## config.mk

```make
export PLATFORM = sky130hd
export DESIGN_NAME = hex_field_formatter_top_flat
export DESIGN_NICKNAME = d
export VERILOG_FILES = /design/src/hdl/hff_pkg.sv /design/src/hdl/hff_if.sv /design/src/hdl/hff_shifter.sv /design/src/hdl/hff_seq.sv /design/src/hdl/hex_field_formatter_top.sv /design/src/flat_wrapper.sv
export SDC_FILE = /design/constraint.sdc
export NUM_CORES = 1
export LEC_CHECK = 0
export ABC_AREA = 1
export ABC_CLOCK_PERIOD_IN_PS = 11700
export BUFFER_PORTS_ARGS = -buffer_cell sky130_fd_sc_hd__buf_2
export CAP_MARGIN = 5
export CELL_PAD_IN_SITES_DETAIL_PLACEMENT = 1
export CELL_PAD_IN_SITES_GLOBAL_PLACEMENT = 2
export CORE_MARGIN = 2
export CORE_UTILIZATION = 38
export DETAILED_ROUTE_END_ITERATION = 10
export GPL_TIMING_DRIVEN = 0
export PLACE_DENSITY = 0.94
export SLEW_MARGIN = 40
export SYNTH_ARGS = -nofsm -noshare
export SYNTH_HDL_FRONTEND = slang
export SYNTH_HIERARCHICAL = 1
export SYNTH_SLANG_ARGS = --single-unit
```

## constraint.sdc

```tcl
create_clock -name clk -period 11.7 [get_ports clk]
set_input_delay 1.17 -clock clk [delete_from_list [all_inputs] [get_ports clk]]
set_output_delay 1.17 -clock clk [all_outputs]
set_load 0.01 [all_outputs]
```

## src/hdl/hff_pkg.sv

```systemverilog
`timescale 1ns / 1ps

package hff_pkg;

	// Length modifier codes
	localparam logic [1:0] LEN_NONE = 2'd0;  // 32 bit
	localparam logic [1:0] LEN_HH   = 2'd1;  // 8 bit
	localparam logic [1:0] LEN_H    = 2'd2;  // 16 bit
	localparam logic [1:0] LEN_L    = 2'd3;  // 64 bit

	localparam int unsigned VALUE_W  = 64;
	localparam int unsigned NIBBLES  = VALUE_W / 4;
	localparam int unsigned DIG_W    = $clog2(NIBBLES + 1);

	// Largest precision honoured; keeps the text within 63 characters
	localparam logic [5:0] PREC_CAP = 6'd61;

	// ASCII codes
	localparam logic [6:0] CH_SPACE   = 7'h20;
	localparam logic [6:0] CH_ZERO    = 7'h30;
	localparam logic [6:0] CH_UPPER_A = 7'h41;
	localparam logic [6:0] CH_LOWER_A = 7'h61;
	localparam logic [6:0] CH_UPPER_X = 7'h58;
	localparam logic [6:0] CH_LOWER_X = 7'h78;

	// Controls from the sequencer to the shift unit
	typedef struct packed {
		logic load;
		logic shift;
	} sh_ctl_t;

	// Status from the shift unit back to the sequencer
	typedef struct packed {
		logic [3:0] top_nib;
		logic       is_zero;
	} sh_stat_t;

	// Map one nibble to its ASCII hex digit
	function automatic logic [6:0] hex_char(input logic [3:0] nib, input logic upper);
		logic [6:0] base;
		base = upper ? CH_UPPER_A : CH_LOWER_A;
		if (nib < 4'd10)
			return CH_ZERO + {3'b000, nib};
		else
			return base + {3'b000, nib} - 7'd10;
	endfunction

endpackage

```

## src/hdl/hff_if.sv

```systemverilog
`timescale 1ns / 1ps

// Conversion request channel
interface hff_in_if;
	logic        valid;
	logic        ready;
	logic [63:0] value;
	logic [1:0]  length_mod;
	logic        upper_case;
	logic        alt_form;
	logic        zero_pad;
	logic        left_align;
	logic [5:0]  field_width;
	logic        precision_given;
	logic [5:0]  min_digits;

	modport source (
		output valid, value, length_mod, upper_case, alt_form, zero_pad,
		       left_align, field_width, precision_given, min_digits,
		input  ready
	);
	modport sink (
		input  valid, value, length_mod, upper_case, alt_form, zero_pad,
		       left_align, field_width, precision_given, min_digits,
		output ready
	);
endinterface

// Character stream channel
interface hff_out_if;
	logic       valid;
	logic       ready;
	logic [6:0] char_out;
	logic       last_char;

	modport source (output valid, char_out, last_char, input ready);
	modport sink   (input valid, char_out, last_char, output ready);
endinterface

```

## src/hdl/hff_shifter.sv

```systemverilog
`timescale 1ns / 1ps

module hff_shifter (
	input  logic              clk,
	input  hff_pkg::sh_ctl_t  ctl,
	input  logic [63:0]       load_val,
	output hff_pkg::sh_stat_t stat
);
	import hff_pkg::*;

	logic [VALUE_W-1:0] sh_q;

	// Load the cut value, or move it up by one nibble
	always_ff @(posedge clk) begin
		if (ctl.load) begin
			sh_q <= load_val;
		end else if (ctl.shift) begin
			sh_q <= {sh_q[VALUE_W-5:0], 4'h0};
		end
	end

	assign stat.top_nib = sh_q[VALUE_W-1 -: 4];
	assign stat.is_zero = (sh_q == '0);

endmodule

```

## src/hdl/hff_seq.sv

```systemverilog
`timescale 1ns / 1ps

module hff_seq (
	input  logic              clk,
	input  logic              arst_n,
	hff_in_if.sink            in_ch,
	hff_out_if.source         out_ch,
	output hff_pkg::sh_ctl_t  sh_ctl,
	output logic [63:0]       sh_load,
	input  hff_pkg::sh_stat_t sh_stat
);
	import hff_pkg::*;

	typedef enum logic [3:0] {
		ST_IDLE, ST_NORM, ST_PLAN, ST_LEAD, ST_PFX0, ST_PFX1, ST_ZERO, ST_DIG, ST_TRAIL
	} state_t;

	state_t           state_q;
	logic             upper_q, alt_q, zf_q, left_q, pgiven_q, vzero_q, pfx_q;
	logic [5:0]       width_q, prec_q;
	logic [DIG_W-1:0] dig_q;
	logic [5:0]       lead_q, zcnt_q, trail_q, rem_q;
	logic             out_valid_q, last_q;
	logic [6:0]       char_q;

	logic             in_xfer, slot_free, emit;
	logic [6:0]       emit_char;
	logic [5:0]       prec_eff, body, pad, outs;
	logic [6:0]       total, zsum;
	logic             pfx;

	assign in_ch.ready      = (state_q == ST_IDLE);
	assign in_xfer          = in_ch.valid && in_ch.ready;
	assign slot_free        = !out_valid_q || out_ch.ready;
	assign out_ch.valid     = out_valid_q;
	assign out_ch.char_out  = char_q;
	assign out_ch.last_char = last_q;

	// Cut the value to the length modifier
	always_comb begin
		unique case (in_ch.length_mod)
			LEN_HH:   sh_load = {56'd0, in_ch.value[7:0]};
			LEN_H:    sh_load = {48'd0, in_ch.value[15:0]};
			LEN_NONE: sh_load = {32'd0, in_ch.value[31:0]};
			LEN_L:    sh_load = in_ch.value;
			default:  sh_load = in_ch.value;
		endcase
	end

	// Work out the field layout from the digit count
	always_comb begin
		if (!pgiven_q)
			prec_eff = 6'd1;
		else if (prec_q > PREC_CAP)
			prec_eff = PREC_CAP;
		else
			prec_eff = prec_q;
		body  = (prec_eff > {1'b0, dig_q}) ? prec_eff : {1'b0, dig_q};
		pfx   = alt_q && !vzero_q;
		total = {1'b0, body} + (pfx ? 7'd2 : 7'd0);
		if ({1'b0, width_q} > total) begin
			pad  = width_q - total[5:0];
			outs = width_q;
		end else begin
			pad  = 6'd0;
			outs = total[5:0];
		end
		zsum = (zf_q ? {1'b0, pad} : 7'd0) + {1'b0, body} - {2'b00, dig_q};
	end

	// Pick the character for the active segment
	always_comb begin
		emit      = 1'b0;
		emit_char = CH_SPACE;
		unique case (state_q)
			ST_LEAD: begin
				emit      = slot_free && (lead_q != 6'd0);
				emit_char = CH_SPACE;
			end
			ST_PFX0: begin
				emit      = slot_free && pfx_q;
				emit_char = CH_ZERO;
			end
			ST_PFX1: begin
				emit      = slot_free && pfx_q;
				emit_char = upper_q ? CH_UPPER_X : CH_LOWER_X;
			end
			ST_ZERO: begin
				emit      = slot_free && (zcnt_q != 6'd0);
				emit_char = CH_ZERO;
			end
			ST_DIG: begin
				emit      = slot_free && (dig_q != '0);
				emit_char = hex_char(sh_stat.top_nib, upper_q);
			end
			ST_TRAIL: begin
				emit      = slot_free && (trail_q != 6'd0);
				emit_char = CH_SPACE;
			end
			default: begin
				emit      = 1'b0;
				emit_char = CH_SPACE;
			end
		endcase
	end

	// Drive the shared shift unit
	assign sh_ctl.load  = in_xfer;
	assign sh_ctl.shift = ((state_q == ST_NORM) && !sh_stat.is_zero && (sh_stat.top_nib == 4'h0))
	                      || ((state_q == ST_DIG) && emit);

	// Hold state, segment counts and the output register
	always_ff @(posedge clk or negedge arst_n) begin
		if (!arst_n) begin
			state_q     <= ST_IDLE;
			out_valid_q <= 1'b0;
			upper_q     <= 1'b0;
			alt_q       <= 1'b0;
			zf_q        <= 1'b0;
			left_q      <= 1'b0;
			pgiven_q    <= 1'b0;
			vzero_q     <= 1'b0;
			pfx_q       <= 1'b0;
			width_q     <= 6'd0;
			prec_q      <= 6'd0;
			dig_q       <= '0;
			lead_q      <= 6'd0;
			zcnt_q      <= 6'd0;
			trail_q     <= 6'd0;
			rem_q       <= 6'd0;
			last_q      <= 1'b0;
			char_q      <= CH_SPACE;
		end else begin
			// Release the output register once taken
			if (emit) begin
				out_valid_q <= 1'b1;
				char_q      <= emit_char;
				last_q      <= (rem_q == 6'd1);
				rem_q       <= rem_q - 6'd1;
			end else if (out_ch.ready) begin
				out_valid_q <= 1'b0;
			end

			unique case (state_q)
				ST_IDLE: begin
					if (in_xfer) begin
						upper_q  <= in_ch.upper_case;
						alt_q    <= in_ch.alt_form;
						zf_q     <= in_ch.zero_pad && !in_ch.left_align && !in_ch.precision_given;
						left_q   <= in_ch.left_align;
						pgiven_q <= in_ch.precision_given;
						width_q  <= in_ch.field_width;
						prec_q   <= in_ch.min_digits;
						dig_q    <= DIG_W'(NIBBLES);
						state_q  <= ST_NORM;
					end
				end
				ST_NORM: begin
					// Drop leading zero nibbles
					if (sh_stat.is_zero) begin
						vzero_q <= 1'b1;
						dig_q   <= '0;
						state_q <= ST_PLAN;
					end else if (sh_stat.top_nib == 4'h0) begin
						dig_q <= dig_q - DIG_W'(1);
					end else begin
						vzero_q <= 1'b0;
						state_q <= ST_PLAN;
					end
				end
				ST_PLAN: begin
					pfx_q   <= pfx;
					lead_q  <= (!left_q && !zf_q) ? pad : 6'd0;
					zcnt_q  <= zsum[5:0];
					trail_q <= left_q ? pad : 6'd0;
					rem_q   <= outs;
					state_q <= (outs == 6'd0) ? ST_IDLE : ST_LEAD;
				end
				ST_LEAD: begin
					if (lead_q == 6'd0)
						state_q <= ST_PFX0;
					else if (emit) begin
						lead_q <= lead_q - 6'd1;
						if (rem_q == 6'd1)
							state_q <= ST_IDLE;
					end
				end
				ST_PFX0: begin
					if (!pfx_q)
						state_q <= ST_ZERO;
					else if (emit)
						state_q <= ST_PFX1;
				end
				ST_PFX1: begin
					if (emit)
						state_q <= (rem_q == 6'd1) ? ST_IDLE : ST_ZERO;
				end
				ST_ZERO: begin
					if (zcnt_q == 6'd0)
						state_q <= ST_DIG;
					else if (emit) begin
						zcnt_q <= zcnt_q - 6'd1;
						if (rem_q == 6'd1)
							state_q <= ST_IDLE;
					end
				end
				ST_DIG: begin
					if (dig_q == '0)
						state_q <= ST_TRAIL;
					else if (emit) begin
						dig_q <= dig_q - DIG_W'(1);
						if (rem_q == 6'd1)
							state_q <= ST_IDLE;
					end
				end
				ST_TRAIL: begin
					if (trail_q == 6'd0)
						state_q <= ST_IDLE;
					else if (emit) begin
						trail_q <= trail_q - 6'd1;
						if (rem_q == 6'd1)
							state_q <= ST_IDLE;
					end
				end
				default: state_q <= ST_IDLE;
			endcase
		end
	end

endmodule

```

## src/hdl/hex_field_formatter_top.sv

```systemverilog
`timescale 1ns / 1ps

// Hex field formatter: printf %x / %X conversion, one ASCII character per transfer.
// in_ch takes one value with its spec (length modifier, case, flags #, 0, -,
// field width and precision). out_ch returns the formatted text, one character
// per transfer, with last_char set on the final one; an empty field gives none.
// Sequence: the transfer on in_ch is followed by a leading-zero search in the
// shared nibble shifter, one nibble a cycle, then a planning state, then one
// character per cycle into the output register while the receiver keeps up,
// with a step of its own to close each counted segment or to skip an empty one
// (up to four per conversion). Up to 63 characters are produced.
// in_ch.ready is high only while no conversion is in progress; the next value is
// taken while the final character still waits in the output register.
// If the receiver stalls, the output register holds its character and the
// sequencer waits. Reset clears the sequencer and the output valid at once.
module hex_field_formatter_top (
	input  logic      clk,
	input  logic      arst_n,
	hff_in_if.sink    in_ch,
	hff_out_if.source out_ch
);
	import hff_pkg::*;

	sh_ctl_t     sh_ctl;
	sh_stat_t    sh_stat;
	logic [63:0] sh_load;

	hff_seq u_seq (
		.clk     (clk),
		.arst_n  (arst_n),
		.in_ch   (in_ch),
		.out_ch  (out_ch),
		.sh_ctl  (sh_ctl),
		.sh_load (sh_load),
		.sh_stat (sh_stat)
	);

	hff_shifter u_shifter (
		.clk      (clk),
		.ctl      (sh_ctl),
		.load_val (sh_load),
		.stat     (sh_stat)
	);

endmodule

```

## src/flat_wrapper.sv

```systemverilog
// flat-port wrapper written by rule: the top's interface ports become plain ports
module hex_field_formatter_top_flat import hff_pkg::*;
  (clk, arst_n, in_ch_valid, in_ch_value, in_ch_length_mod, in_ch_upper_case, in_ch_alt_form, in_ch_zero_pad, in_ch_left_align, in_ch_field_width, in_ch_precision_given, in_ch_min_digits, in_ch_ready, out_ch_valid, out_ch_char_out, out_ch_last_char, out_ch_ready);
  hff_in_if in_ch_i ();
  hff_out_if out_ch_i ();
  input  logic clk;
  input  logic arst_n;
  input wire logic [$bits(in_ch_i.valid)-1:0] in_ch_valid;
  input wire logic [$bits(in_ch_i.value)-1:0] in_ch_value;
  input wire logic [$bits(in_ch_i.length_mod)-1:0] in_ch_length_mod;
  input wire logic [$bits(in_ch_i.upper_case)-1:0] in_ch_upper_case;
  input wire logic [$bits(in_ch_i.alt_form)-1:0] in_ch_alt_form;
  input wire logic [$bits(in_ch_i.zero_pad)-1:0] in_ch_zero_pad;
  input wire logic [$bits(in_ch_i.left_align)-1:0] in_ch_left_align;
  input wire logic [$bits(in_ch_i.field_width)-1:0] in_ch_field_width;
  input wire logic [$bits(in_ch_i.precision_given)-1:0] in_ch_precision_given;
  input wire logic [$bits(in_ch_i.min_digits)-1:0] in_ch_min_digits;
  output wire logic [$bits(in_ch_i.ready)-1:0] in_ch_ready;
  output wire logic [$bits(out_ch_i.valid)-1:0] out_ch_valid;
  output wire logic [$bits(out_ch_i.char_out)-1:0] out_ch_char_out;
  output wire logic [$bits(out_ch_i.last_char)-1:0] out_ch_last_char;
  input wire logic [$bits(out_ch_i.ready)-1:0] out_ch_ready;
  assign in_ch_i.valid = in_ch_valid;
  assign in_ch_i.value = in_ch_value;
  assign in_ch_i.length_mod = in_ch_length_mod;
  assign in_ch_i.upper_case = in_ch_upper_case;
  assign in_ch_i.alt_form = in_ch_alt_form;
  assign in_ch_i.zero_pad = in_ch_zero_pad;
  assign in_ch_i.left_align = in_ch_left_align;
  assign in_ch_i.field_width = in_ch_field_width;
  assign in_ch_i.precision_given = in_ch_precision_given;
  assign in_ch_i.min_digits = in_ch_min_digits;
  assign in_ch_ready = in_ch_i.ready;
  assign out_ch_valid = out_ch_i.valid;
  assign out_ch_char_out = out_ch_i.char_out;
  assign out_ch_last_char = out_ch_i.last_char;
  assign out_ch_i.ready = out_ch_ready;
  hex_field_formatter_top u_core (.clk(clk), .arst_n(arst_n), .in_ch(in_ch_i), .out_ch(out_ch_i));
endmodule
```

==> Word-level counts from Yosys, hierarchy flattened <==
Cells that the tools add are included.
Widths: inputs -> output; s select.
{ "classes": {"add_sub_neg": 12, "n_lt_le_gt_ge": 4, "n_eq_ne": 26, "muxes": 53, "reduce_logical": 51} }
{ "ops": {"columns": ["operator", "n"], "rows": [
  ["$pmux 64 s4", 1],
  ["$mux 64", 2],
  ["$mux 6", 18],
  ["$logic_not 64->1", 1],
  ["$mux 4", 12],
  ["$pmux 4 s9", 1],
  ["$pmux 6 s2", 3],
  ["$mux 5", 5],
  ["$logic_not 6->1", 4],
  ["$sub 6x1->6 const B", 4],
  ["$pmux 7 s3", 1],
  ["$ne 2x2->1 const B", 10],
  ["$reduce_bool 6->1", 3],
  ["$eq 4x3->1 const B", 4],
  ["$pmux 5 s3", 1],
  ["$logic_and 1x1->1", 13],
  ["$reduce_bool 2->1", 6],
  ["$reduce_and 3->1", 3],
  ["$eq 4x2->1 const B", 2],
  ["$logic_not 4->1", 2],
  ["$add 6x2->7", 1],
  ["$add 6x4->7 const A", 1],
  ["$add 7x4->7", 1],
  ["$gt 6x7->1", 1],
  ["other kinds (31)", 46]
]} }
{ "totals": {"ff_bits": 125, "inputBits": 87, "word_cells": 165} }

==> Depth between registers and ports, before layout <==
Gate-level depths: netlist of run 1.
{ "depth": {"ltp_word": 12, "ltp_mapped": 39, "ltp_nobuf": 38} }

==> Modules after synthesis <==
Netlist of run 1, hierarchy kept.
{ "modules_own_cells": {"columns": ["module", "instances", "cells_per_inst", "area_each_um2", "seq_area_each_um2"], "rows": [
  ["hff_seq", 1, 774, 5154.9, 1527.7],
  ["hff_shifter", 1, 267, 3128.0, 1921.8]
]} }

==> Worst setup path after synthesis of run 1 <==
Ideal clock, no wire load.
{ "synth_path": {"path_type": "register to register", "from": "register u_core.u_seq.prec_q[2]", "to": "register u_core.u_seq.zcnt_q[4]", "arrival_time_ns": 5.294, "setup_slack_ns": 6.267, "stages_incl_launch_ff": 35, "path_buffers": 1, "period_less_slack_ns": 5.433, "path_cell_list": "dfrtp_1 nand3_1 o21ai_0 nor2_1 ha_1 nand2_1 inv_1 nand4_2 nand2_4 nor2_1 a21oi_1 ha_1 nand3_2 inv_2 nand2_2 nand2_1 nand2_1 ha_1 nand2_1 inv_2 nand4_4 nand3_4 nand2_4 buf_12 nor4_1 fa_1 ha_1 inv_1 nor2_1 or2_2 a21oi_1 inv_1 or2_2 nand3_1 a31oi_1"} }
{ "synth_via": {"elab_chain_cells": 12, "word_cells_on_any_way": 13, "classes_between": "add/sub (4); order compare (3); mux (6)"} }
{ "synth_rtl": {"columns": ["element", "line_no", "text"], "rows": [
  ["start, declared", "hff_seq.sv:20", "logic [5:0] width_q, prec_q;"],
  ["start signal, assigned", "hff_seq.sv:153", "prec_q <= in_ch.min_digits;"],
  ["$gt 6x6->1", "hff_seq.sv:54", "else if (prec_q > PREC_CAP)"],
  ["$mux 6 *", "hff_seq.sv:54", null],
  ["$mux 6 *", "hff_seq.sv:52", "if (!pgiven_q)"],
  ["$gt 6x5->1", "hff_seq.sv:58", "body = (prec_eff > {1'b0, dig_q}) ? prec_eff : {1'b0, dig_q};"],
  ["$mux 6 *", "hff_seq.sv:58", null],
  ["$add 6x2->7", "hff_seq.sv:60", "total = {1'b0, body} + (pfx ? 7'd2 : 7'd0);"],
  ["$sub 6x6->6 / $gt 6x7->1 (equally long branches)", "hff_seq.sv:62, hff_seq.sv:61", null],
  ["$mux 6", "hff_seq.sv:61", "if ({1'b0, width_q} > total) begin"],
  ["$mux 6", "hff_seq.sv:68", "zsum = (zf_q ? {1'b0, pad} : 7'd0) + {1'b0, body} - {2'b00, dig_q};"],
  ["$add 6x6->6 *", "hff_seq.sv:68", null],
  ["$sub 6x5->6 *", "hff_seq.sv:68", null],
  ["$pmux 6 s2 *", "hff_seq.sv:144", "unique case (state_q)"],
  ["end signal, assigned", "hff_seq.sv:174", "zcnt_q <= zsum[5:0];"],
  ["end signal, assigned", "hff_seq.sv:202", "zcnt_q <= zcnt_q - 6'd1;"],
  ["end, declared", "hff_seq.sv:22", "logic [5:0] lead_q, zcnt_q, trail_q, rem_q;"]
]} }
Every way passes the cells marked *; elsewhere a longest branch is shown, timed or not.
A chain may end at the register's enable or synchronous reset.

==> Final worst setup path of run 1 <==
Ends and elaborated chain as after synthesis.

==> qor.csv, run 1 <==
metric,value,unit
status,"finished, final reports clean",
yosys-top-cells-area,"edfxtp_1, dfrtp_1, nand2_1",
syn-num-nets,1157,
synth-edff-count,64,
dpl.hpwl,17900,um
drc,0,
synth.most_common_cell,nand2_1,
grt_pass1_wl,37600,um
via_per_inst,4.89,
routed_wl,23200,um
cts-root-buf,clkbuf_16,
grt_max_degree,50,
finalCriticalPeriod,6.36,ns
ys_async_sr_fraction,48.8,%
yosysSeqAreaShare,41.6,%
drive_gt1_share,18.9,%
synth.avg_cell_area,7.96,um^2
clkTransAtPathRegs,0.06,ns
hp-class,reg2reg,
drt-wirelength-per-cell,16.0,um
fin_cells,1445,
num_vias,7068,
required,11.97,ns
start_util,38.3,%
fin_setup_tns,0,ns
cts_setup_buffers,0,
yosys.area.top_type,edfxtp_1,
clk_latency,0.43,ns
cap_violations,0,
crit_slowest_cell,fa_1,
dr.pass1.iters,4,
max_stage_delay,0.51,ns
critical_path_class,reg2reg,
numPortBuffers,88,
hold_viol,0,
std_cell_rows,54,
antenna_found_initial,1,
critPathLaunchType,register,
synthCells,1041,
ios,97,
design.die.area,23000,um^2
htreeDepth,4,
synth_warnings,6,
synth_top_family_by_area,simple AND/OR/NAND/NOR gates,
syn_to_final_growth,17.7,%
core-area,21600,um^2
ys_top_cells_by_count,"nand2_1, inv_1, nor2_1",
fin_nets,1267,
rsz0062_at_grt,false,
dp_cells,1412,
ant_nets,0,
die_x,152,um
max_freq,0.157,GHz
synth_ff_type,edfxtp_1,
cts.sinks,125,
crit_fanout,10,
period_share,54.3,%
globalRoute.busiestLayer,met2,
fin_skew,0.0135,ns
crit_arrival,6.63,ns
overflow,0,
grt.total_usage,21.3,%
synth_simple_gate_area_share,25.5,%
finalSetupViolCount,0,
drt_iter0_drc,374,
synth_area,8280,um^2
clock_path_buffers,2,
synth.area.mux_share,5.08,%
relSlewSlack,52.9,%
cts_hold_buf,0,
yosysTopAreaCellShare,23.2,%
synth_seq_cells,125,
grt.met2_usage,39.0,%
endpoint_kind,register,
tritoncts,yes,
gp_congestion,0.841,
cts_made_buffers,17,
tightest_slew,0.706,ns
synth-compound-area-share,9.26,%
cts_resized,0,
synthDistinctLibCells,49,
synth_fa_ha_area_share,4.92,%
grt_pass1_vias,7566,
synth_xor_area_share,1.48,%
use_met1,25.7,%
die_h,152,um
met3_usage,3.71,%
slew_violations,0,
==> path summary, 6_finish.rpt <==
check / startpoint / end / slack [ns] / cells past startpoint
worst max-delay path: u_core/u_seq/prec_q[2] / u_core/u_seq/zcnt_q[4] / 5.34 / 34
min in group asynchronous: arst_n / u_core/u_seq/width_q[4] / 0.56 / 1
worst min register to register: u_core/u_seq/out_ch.last_char / u_core/u_seq/out_ch.last_char / 0.48 / 2
max in group asynchronous: arst_n / u_core/u_seq/out_ch.char_out[5] / 10.57 / 2
worst min-delay path: u_core/u_seq/out_ch.last_char / u_core/u_seq/out_ch.last_char / 0.48 / 2
worst max register to register: u_core/u_seq/prec_q[2] / u_core/u_seq/zcnt_q[4] / 5.34 / 34
==> state kept, by name, indices dropped and copies added, names as in the netlist, 4 cells and up <==
| name | cells |
|---|---|
| u_core/u_seq/zcnt_q | 6 |
| u_core/u_seq/lead_q | 6 |
| u_core/u_seq/width_q | 6 |
| u_core/u_seq/rem_q | 6 |
| u_core/u_seq/out_ch.char_out | 7 |
| u_core/u_seq/state_q | 4 |
| u_core/u_seq/dig_q | 5 |
| u_core/u_shifter/sh_q | 64 |
| u_core/u_seq/prec_q | 6 |
| u_core/u_seq/trail_q | 6 |
==> cell type report <==
cell class | count | area, um^2
tap | 280 | 350
clock inverter | 10 | 114
timing repair buffer | 91 | 529
sequential | 125 | 3450
antenna | 1 | 2.50
clock buffer | 22 | 464
multi-input combinational | 682 | 3830
inverter | 199 | 747
fill | 2703 | 11900
buffer | 35 | 259
==> stage by stage <==
step	hold WS, ns	cell area [um^2]	setup slack, ns	util [%]
2_1_floorplan	0.443	8280	6.27	-
3_3_place_gp	0.461	9070	5.52	42.0
3_5_place_dp	0.466	9170	5.39	42.4
4_1_cts	0.482	9750	5.34	45.1
5_1_grt	0.507	9750	4.84	45.1
6_report	0.475	9750	5.34	45.1
==> layout by cell type, fill, tap and decap left out, drive strengths merged, types with 2 or more instances in the layout <==
cell and instances:
clkinv 5, a21oi 26, nand2 227, nand3b 2, clkbuf 33, nand3 46, or2 6, o31ai 6
inv 198, buf 115, xor2 10, clkinvlp 4, a22oi 7, a31oi 6, edfxtp 64, o21ai 86
bufinv 2, a211oi 2, nor3 18, nor4 2, nand4 10, ha 23, o311ai 2, mux2 28
dfrtp 60, nor2 159, xnor2 4, fa 6
==> logic make-up (layout without fill, tap and decap cells) <==
group,count (synthesis),in the layout
mux,28,28
compound gates,140,140
xor+xnor,14,14
flops,125,125
fa+ha+maj,29,29
buf+inv,234,357
simple gates,471,471
other cells,0,1
==> routing by layer <==
layer  routed length (um)  share of wire [%]
met5                    0                  0
met4                  327                1.4
met3                  618                2.7
met2                12000                 52
met1                10200                 44
==> critical path, delay by kind of cell (launching register included) <==
| family | cells | cell delay [ns] |
|---|---|---|
| AO/OA/AOI/OAI | 4 | 0.77 |
| adder cells (fa/ha/maj) | 5 | 1.92 |
| buffers and inverters | 6 | 0.54 |
| flip-flops | 1 | 0.40 |
| AND/OR/NAND/NOR | 19 | 2.55 |
Power of run 1 is not shown: default switching activity piles up to over one toggle a cycle in this logic, so the estimate is an artifact.
==> run 2: changes to the inputs <==
--- a/config.mk
+++ b/config.mk
@@ -5,17 +5,17 @@
 export SDC_FILE = /design/constraint.sdc
 export NUM_CORES = 1
 export LEC_CHECK = 0
-export ABC_AREA = 1
-export ABC_CLOCK_PERIOD_IN_PS = 11700
+export ABC_AREA = 0
+export ABC_CLOCK_PERIOD_IN_PS = 5400
 export BUFFER_PORTS_ARGS = -buffer_cell sky130_fd_sc_hd__buf_2
 export CAP_MARGIN = 5
 export CELL_PAD_IN_SITES_DETAIL_PLACEMENT = 1
 export CELL_PAD_IN_SITES_GLOBAL_PLACEMENT = 2
 export CORE_MARGIN = 2
-export CORE_UTILIZATION = 38
+export CORE_UTILIZATION = 34
 export DETAILED_ROUTE_END_ITERATION = 10
 export GPL_TIMING_DRIVEN = 0
-export PLACE_DENSITY = 0.94
+export PLACE_DENSITY = 0.83
 export SLEW_MARGIN = 40
 export SYNTH_ARGS = -nofsm -noshare
 export SYNTH_HDL_FRONTEND = slang
==> constraint.sdc (replaced) <==
create_clock -name clk -period 5.4 [get_ports clk]
set_input_delay 0.54 -clock clk [delete_from_list [all_inputs] [get_ports clk]]
set_output_delay 0.54 -clock clk [all_outputs]
set_load 0.01 [all_outputs]
==> run 2 against run 1 <==
Effect of this change:
- the flow now finishes with violations (negative setup slack)
- clock skew fell by 0.0023 ns
- first-iteration DRC count rose by 2.4%
- worst hold slack worse by 0.14 ns
- final cell count is 17% lower
- final area grew 0.73%
- critical path type unchanged
==> qor.csv, run 2 <==
metric,value,unit,change
hold_viol,0,,unchanged
cap_violations,0,,unchanged
fin_nets,1014,,-20%
total_power,7.57,mW,
cts-root-buf,clkbuf_16,,
status,"finished, violations left",,
max_freq,0.154,GHz,-2.0%
layout_commonest_cell,buf_2,,
crit_arrival,6.85,ns,+0.22 ns
critical_path_class,reg2reg,,
slew_violations,0,,unchanged
routed_wl,23800,um,+2.8%
synthCells,748,,-28%
synthDistinctLibCells,73,,+49%
grt.total_usage,19.6,%,-1.7 points
dr.pass1.iters,5,,+1
violations,negative setup slack,,
layout_common_cells,"buf_2, mux2_2, edfxtp_1",,
yosys-top-cells-area,"edfxtp_1, dfrtp_1, mux2_2",,
regMostFlops,u_core/u_shifter/sh_q,,
p_per_area,771,nW/um^2,
fin_setup_tns,-3.79,ns,-3.79 ns
overflow,0,,unchanged
antenna_found_initial,1,,unchanged
max_stage_delay,0.48,ns,-0.03 ns
std_cell_rows,55,,+1.9%
cts_made_buffers,17,,unchanged
synth_area,7720,um^2,-6.8%
fillerInstances,2537,,-6.1%
synth_warnings,6,,unchanged
drc,0,,unchanged
relSlewSlack,56.3,%,+3.4 points
fin_cells,1197,,-17%
grt_max_degree,57,,+14%
finalCriticalPeriod,6.49,ns,+0.129 ns
dp_cells,1123,,-20%
vdd_drop_max,0.374,mV,
yosysSeqAreaShare,44.7,%,+3.0 points
crit_fanout,4,,-6
finalSetupViolCount,5,,+5
core-area,22400,um^2,+3.8%
endpoint_kind,register,,
hp-class,in2reg,,
yosys.area.top_type,edfxtp_1,,
ys_top_cells_by_count,"mux2_2, edfxtp_1, dfrtp_1",,
critPathLaunchType,register,,
dpl.hpwl,16400,um,-8.3%
synth-edff-count,64,,unchanged
syn-num-nets,864,,-25%
numPortBuffers,88,,unchanged
period_share,120,%,+66 points
yosysTopAreaCellShare,24.9,%,+1.7 points
via_per_inst,5.34,,+9.1%
largest_reg_flops,64,,unchanged
die_h,155,um,+2.0%
p_leak,4.05,nW,
synth_seq_cells,125,,unchanged
rsz0062_at_grt,true,,
ios,97,,unchanged
start_util,34.4,%,-3.9 points
gp_congestion,0.840,,-0.11%
ys_async_sr_fraction,48.8,%,unchanged
crit_slowest_cell,or4_1,,
tritoncts,yes,,
clock_path_buffers,2,,unchanged
drive_gt1_share,35.2,%,+16 points
num_vias,6390,,-9.6%
worst_slack,-1.09,ns,-6.43 ns
clkTransAtPathRegs,0.07,ns,about the same
syn_to_final_growth,27.2,%,
drt-wirelength-per-cell,19.9,um,+24%
final_util,43.8,%,-1.3 points
die_x,155,um,+2.0%
htreeDepth,4,,unchanged
required,5.76,ns,-6.21 ns
tightest_slew,0.649,ns,-0.0569 ns
drt_iter0_drc,383,,+2.4%
design.die.area,23900,um^2,+4.0%
fin_skew,0.0112,ns,-0.00229 ns
synth.most_common_cell,mux2_2,,
ant_nets,0,,unchanged
grt_pass1_vias,6548,,-13%
cts.sinks,125,,unchanged
clk_latency,0.43,ns,about the same
synth_ff_type,edfxtp_1,,
grt_pass1_wl,36200,um,-3.6%
synth.avg_cell_area,10.3,um^2,+30%
## run 2: kinds of logic after synthesis
logic type	count (synthesis)	synth area share, %
adders and majority gates	30	5.41
xor gates and xnor gates	24	2.72
and+or+nand+nor	277	19.5
DFF	125	44.7
muxes	74	10.7
AOI/OAI and AO/OA	136	11.7
buffers and inverters	82	5.20
## run 2: area by class of cell
cell class / instances / area (um^2) / share of cell area (%)
clock inverter: 15 / 165 / 1.68
tap: 285 / 357 / 3.63
buffer: 42 / 251 / 2.56
inverter: 39 / 149 / 1.52
antenna: 1 / 2.50 / 0.0255
multi-input combinational: 541 / 4200 / 42.8
sequential: 125 / 3450 / 35.2
clock buffer: 17 / 425 / 4.33
timing repair buffer: 132 / 816 / 8.31
## run 2: critical path: cells and delay by family (launching register included)
family,cells,cell delay (ns)
AOI/OAI and AO/OA,10,1.80
adders and majority gates,5,1.48
DFF,1,0.45
and+or+nand+nor,13,2.36
xor gates and xnor gates,2,0.35
## run 2: per-stage QoR
stage | cell area, um^2 | hold WS [ns] | setup slack, ns
floorplan | 7810 | 0.244 | -0.665
global placement | 8610 | 0.461 | -1.39
detailed placement | 8670 | 0.349 | -1.49
CTS | 9590 | 0.323 | -0.850
global route | 9820 | 0.330 | -1.37
finish | 9820 | 0.335 | -1.09
## run 2: path summary, 6_finish.rpt
check | from | slack [ns] | end | depth (start not counted)
setup / recovery | u_core/u_seq/prec_q[4] | -1.09 | u_core/u_seq/zcnt_q[5] | 30
max in group asynchronous | arst_n | 4.38 | u_core/u_seq/out_ch.char_out[5] | 3
hold / removal | in_ch_field_width[2] | 0.34 | u_core/u_seq/width_q[2] | 3
setup reg to reg | u_core/u_seq/prec_q[4] | -1.09 | u_core/u_seq/zcnt_q[5] | 30
hold reg to reg | u_core/u_seq/out_ch.char_out[4] | 0.47 | u_core/u_seq/out_ch.char_out[4] | 2
min in group asynchronous | arst_n | 0.47 | u_core/u_seq/out_ch.valid | 2
## run 2: power by group
group          switching [mW]  total (mW)  internal [mW]
clock                   0.505        1.16          0.659
combinational            2.61        4.67           2.06
sequential              0.286        1.74           1.45
## run 2: timing repair
item,CTS,global route
buffers inserted,28,16
pin swaps,30,40
setup endpoints to repair,6,8
endpoints found under the hold margin,5,0
hold buffers,1,0
resized for setup,20,24
## run 2: layer usage
layer / vias to the layer above / global-route usage [%] / routed length, um / part of all wire [%]
met5: - / 0 / 0 / 0
met4: 0 / 6.31 / 573 / 2.4
met3: 41 / 3.39 / 1010 / 4.2
met2: 156 / 30.6 / 11200 / 47
met1: 3153 / 27.7 / 11000 / 46
li1: 3040 / - / - / -
Note: power is estimated with default switching activity, not from simulation.
==> run 3: changes to the inputs <==
--- a/config.mk
+++ b/config.mk
@@ -16,6 +16,7 @@
 export DETAILED_ROUTE_END_ITERATION = 10
 export GPL_TIMING_DRIVEN = 0
 export PLACE_DENSITY = 0.83
+export SKIP_CTS_REPAIR_TIMING = 1
 export SLEW_MARGIN = 40
 export SYNTH_ARGS = -nofsm -noshare
 export SYNTH_HDL_FRONTEND = slang
==> run 3 against run 2 <==
Effect of this change:
- the flow still finishes with violations (negative setup slack)
- via count fell by 2.0%
- clock-buffer cell count did not move
- fmax rose by 1.5%
- critical path depth rose by 2
- wire length fell by 4.1%
- register-to-register slack improved by 0.098 ns
- critical path type unchanged
- critical endpoint unchanged
- largest cell class unchanged
- largest power group unchanged
==> qor.csv, run 3 (same netlist as run 2, synthesis figures left out) <==
metric,value,unit,change
routed_wl,22800,um,-4.1%
ff2ff_setup_slack,-0.99,ns,+0.10 ns
relSlewSlack,58.5,%,+2.2 points
clkTransAtPathRegs,0.06,ns,about the same
largest_reg_flops,64,,unchanged
syn_to_final_growth,25.2,%,
critPathLaunchType,register,,
crit_family,compound AO/OA/AOI/OAI gates,,
worstReg2RegStart,u_core/u_seq/prec_q[4],,
rsz0062_at_grt,true,,
crit_arrival,6.75,ns,-0.10 ns
layout_commonest_cell,buf_2,,
overflow,0,,unchanged
drc,0,,unchanged
hold_viol,0,,unchanged
drive_gt1_share,33.9,%,-1.4 points
fin_nets,1004,,-0.99%
start_util,34.4,%,unchanged
max_freq,0.157,GHz,+1.5%
tightest_slew,0.617,ns,-0.0322 ns
dr.pass1.iters,4,,-1
antenna_found_initial,1,,unchanged
p_per_area,755,nW/um^2,-2.1%
crit_start,u_core/u_seq/prec_q[4],,
gp_congestion,0.840,,unchanged
hold-worst-slack,0.334,ns,-0.00140 ns
tritoncts,yes,,
die_x,155,um,unchanged
numPortBuffers,88,,unchanged
placed_area,8670,um^2,unchanged
stdcell_area,9670,um^2,-1.6%
min_from,in_ch_field_width[2],,
layout_common_cells,"buf_2, mux2_2, edfxtp_1",,
drt_iter0_drc,286,,-25%
cp-endpoint,u_core/u_seq/zcnt_q[5],,
core-area,22400,um^2,unchanged
cts-root-buf,clkbuf_16,,
required,5.76,ns,about the same
final_util,43.1,%,-0.68 points
critical_path_class,reg2reg,,
worst_slack,-0.988,ns,+0.0981 ns
crit_fanout,4,,unchanged
grt_max_degree,57,,unchanged
max_stage_delay,0.45,ns,-0.03 ns
cts_made_buffers,17,,unchanged
post-place-ws,-1.49,ns,unchanged
slew_violations,0,,unchanged
via_per_inst,5.28,,-1.1%
clk_latency,0.42,ns,about the same
dp_cells,1123,,unchanged
ios,97,,unchanged
grt_pass1_vias,6385,,-2.5%
path_buf_inv,3,,+3
cts.sinks,125,,unchanged
clock_path_buffers,2,,unchanged
p_leak,4.01,nW,-0.96%
grt_pass1_wl,35400,um,-2.4%
fin_skew,0.0109,ns,-0.000337 ns
dpl.hpwl,16400,um,unchanged
timing.rr.end,u_core/u_seq/zcnt_q[5],,
finalCriticalPeriod,6.39,ns,-0.0981 ns
violations,negative setup slack,,
design.die.area,23900,um^2,unchanged
std_cell_rows,55,,unchanged
endpoint_kind,register,,
htreeDepth,4,,unchanged
regMostFlops,u_core/u_shifter/sh_q,,
grt.total_usage,19.1,%,-0.54 points
cp.depth,32,,+6.7%
hp-class,in2reg,,
r2r_cells,32,,+6.7%
drt-wirelength-per-cell,19.2,um,-3.3%
fillerInstances,2547,,+0.39%
ant_nets,0,,unchanged
cpMostUsedCell,ha_4,,
period_share,118,%,-1.8 points
num_vias,6264,,-2.0%
fin_cells,1187,,-0.84%
status,"finished, violations left",,
die_h,155,um,unchanged
crit_slowest_cell,fa_1,,
finalSetupViolCount,5,,unchanged
vdd_drop_max,0.357,mV,-4.5%
cap_violations,0,,unchanged
## run 3: cell count changes in the layout (fill, tap and decap cells not counted), sizes merged
cell	change
buf	-10
## run 3: final cells by class
| type | count | area [um^2] | share of cell area, % |
|---|---|---|---|
| tap | 285 | 357 | 3.69 |
| antenna | 1 | 2.50 | 0.0259 |
| timing repair buffer | 121 | 737 | 7.62 |
| multi-input combinational | 541 | 4120 | 42.6 |
| inverter | 39 | 149 | 1.54 |
| clock inverter | 15 | 165 | 1.71 |
| sequential | 125 | 3450 | 35.7 |
| clock buffer | 17 | 425 | 4.40 |
| buffer | 43 | 259 | 2.68 |
## run 3: metrics by stage
step | total power [mW] | setup TNS (ns)
after global placement | 5.36 | -5.42
after global routing | 7.78 | -4.83
after detailed placement | 5.47 | -5.99
after CTS | 6.68 | -6.15
final | 7.29 | -3.53
after floorplan | 4.41 | -1.67
## run 3: where the power goes
| part | internal (mW) | leakage, nW | switching, mW | total [mW] |
|---|---|---|---|---|
| combinational | 1.91 | 2.36 | 2.49 | 4.40 |
| sequential | 1.45 | 1.36 | 0.280 | 1.73 |
| clock | 0.659 | 0.290 | 0.505 | 1.16 |
## run 3: worst min-delay path by stage
| stage | end | depth (start not counted) | slack [ns] |
|---|---|---|---|
| after floorplan | u_core/u_seq/alt_q | 0 | 0.24 |
| after CTS | u_core/u_seq/zcnt_q[4] | 1 | -0.11 |
| after global placement | u_core/u_seq/out_ch.char_out[4] | 2 | 0.46 |
| after detailed placement | u_core/u_seq/zcnt_q[2] | 1 | 0.35 |
| after global routing | u_core/u_seq/width_q[4] | 3 | 0.33 |
| final | u_core/u_seq/width_q[2] | 3 | 0.33 |
## run 3: metal layers
layer  vias to the layer above  share of wire, %  track usage (%)
li1                       3021                 -                -
met1                      3096                48             27.5
met2                       127                47             29.5
met3                        20               3.3             3.14
met4                         0               1.3             5.51
met5                         -                 0                0
## run 3: worst register-to-register path: cells and delay by family, from the launching register on
kind	cells	cell delay (ns)
AO/OA/AOI/OAI	11	2.11
AND/OR/NAND/NOR	11	1.75
adder cells (fa/ha/maj)	5	1.41
flip-flops	1	0.39
XOR/XNOR	2	0.34
buffers and inverters	3	0.32
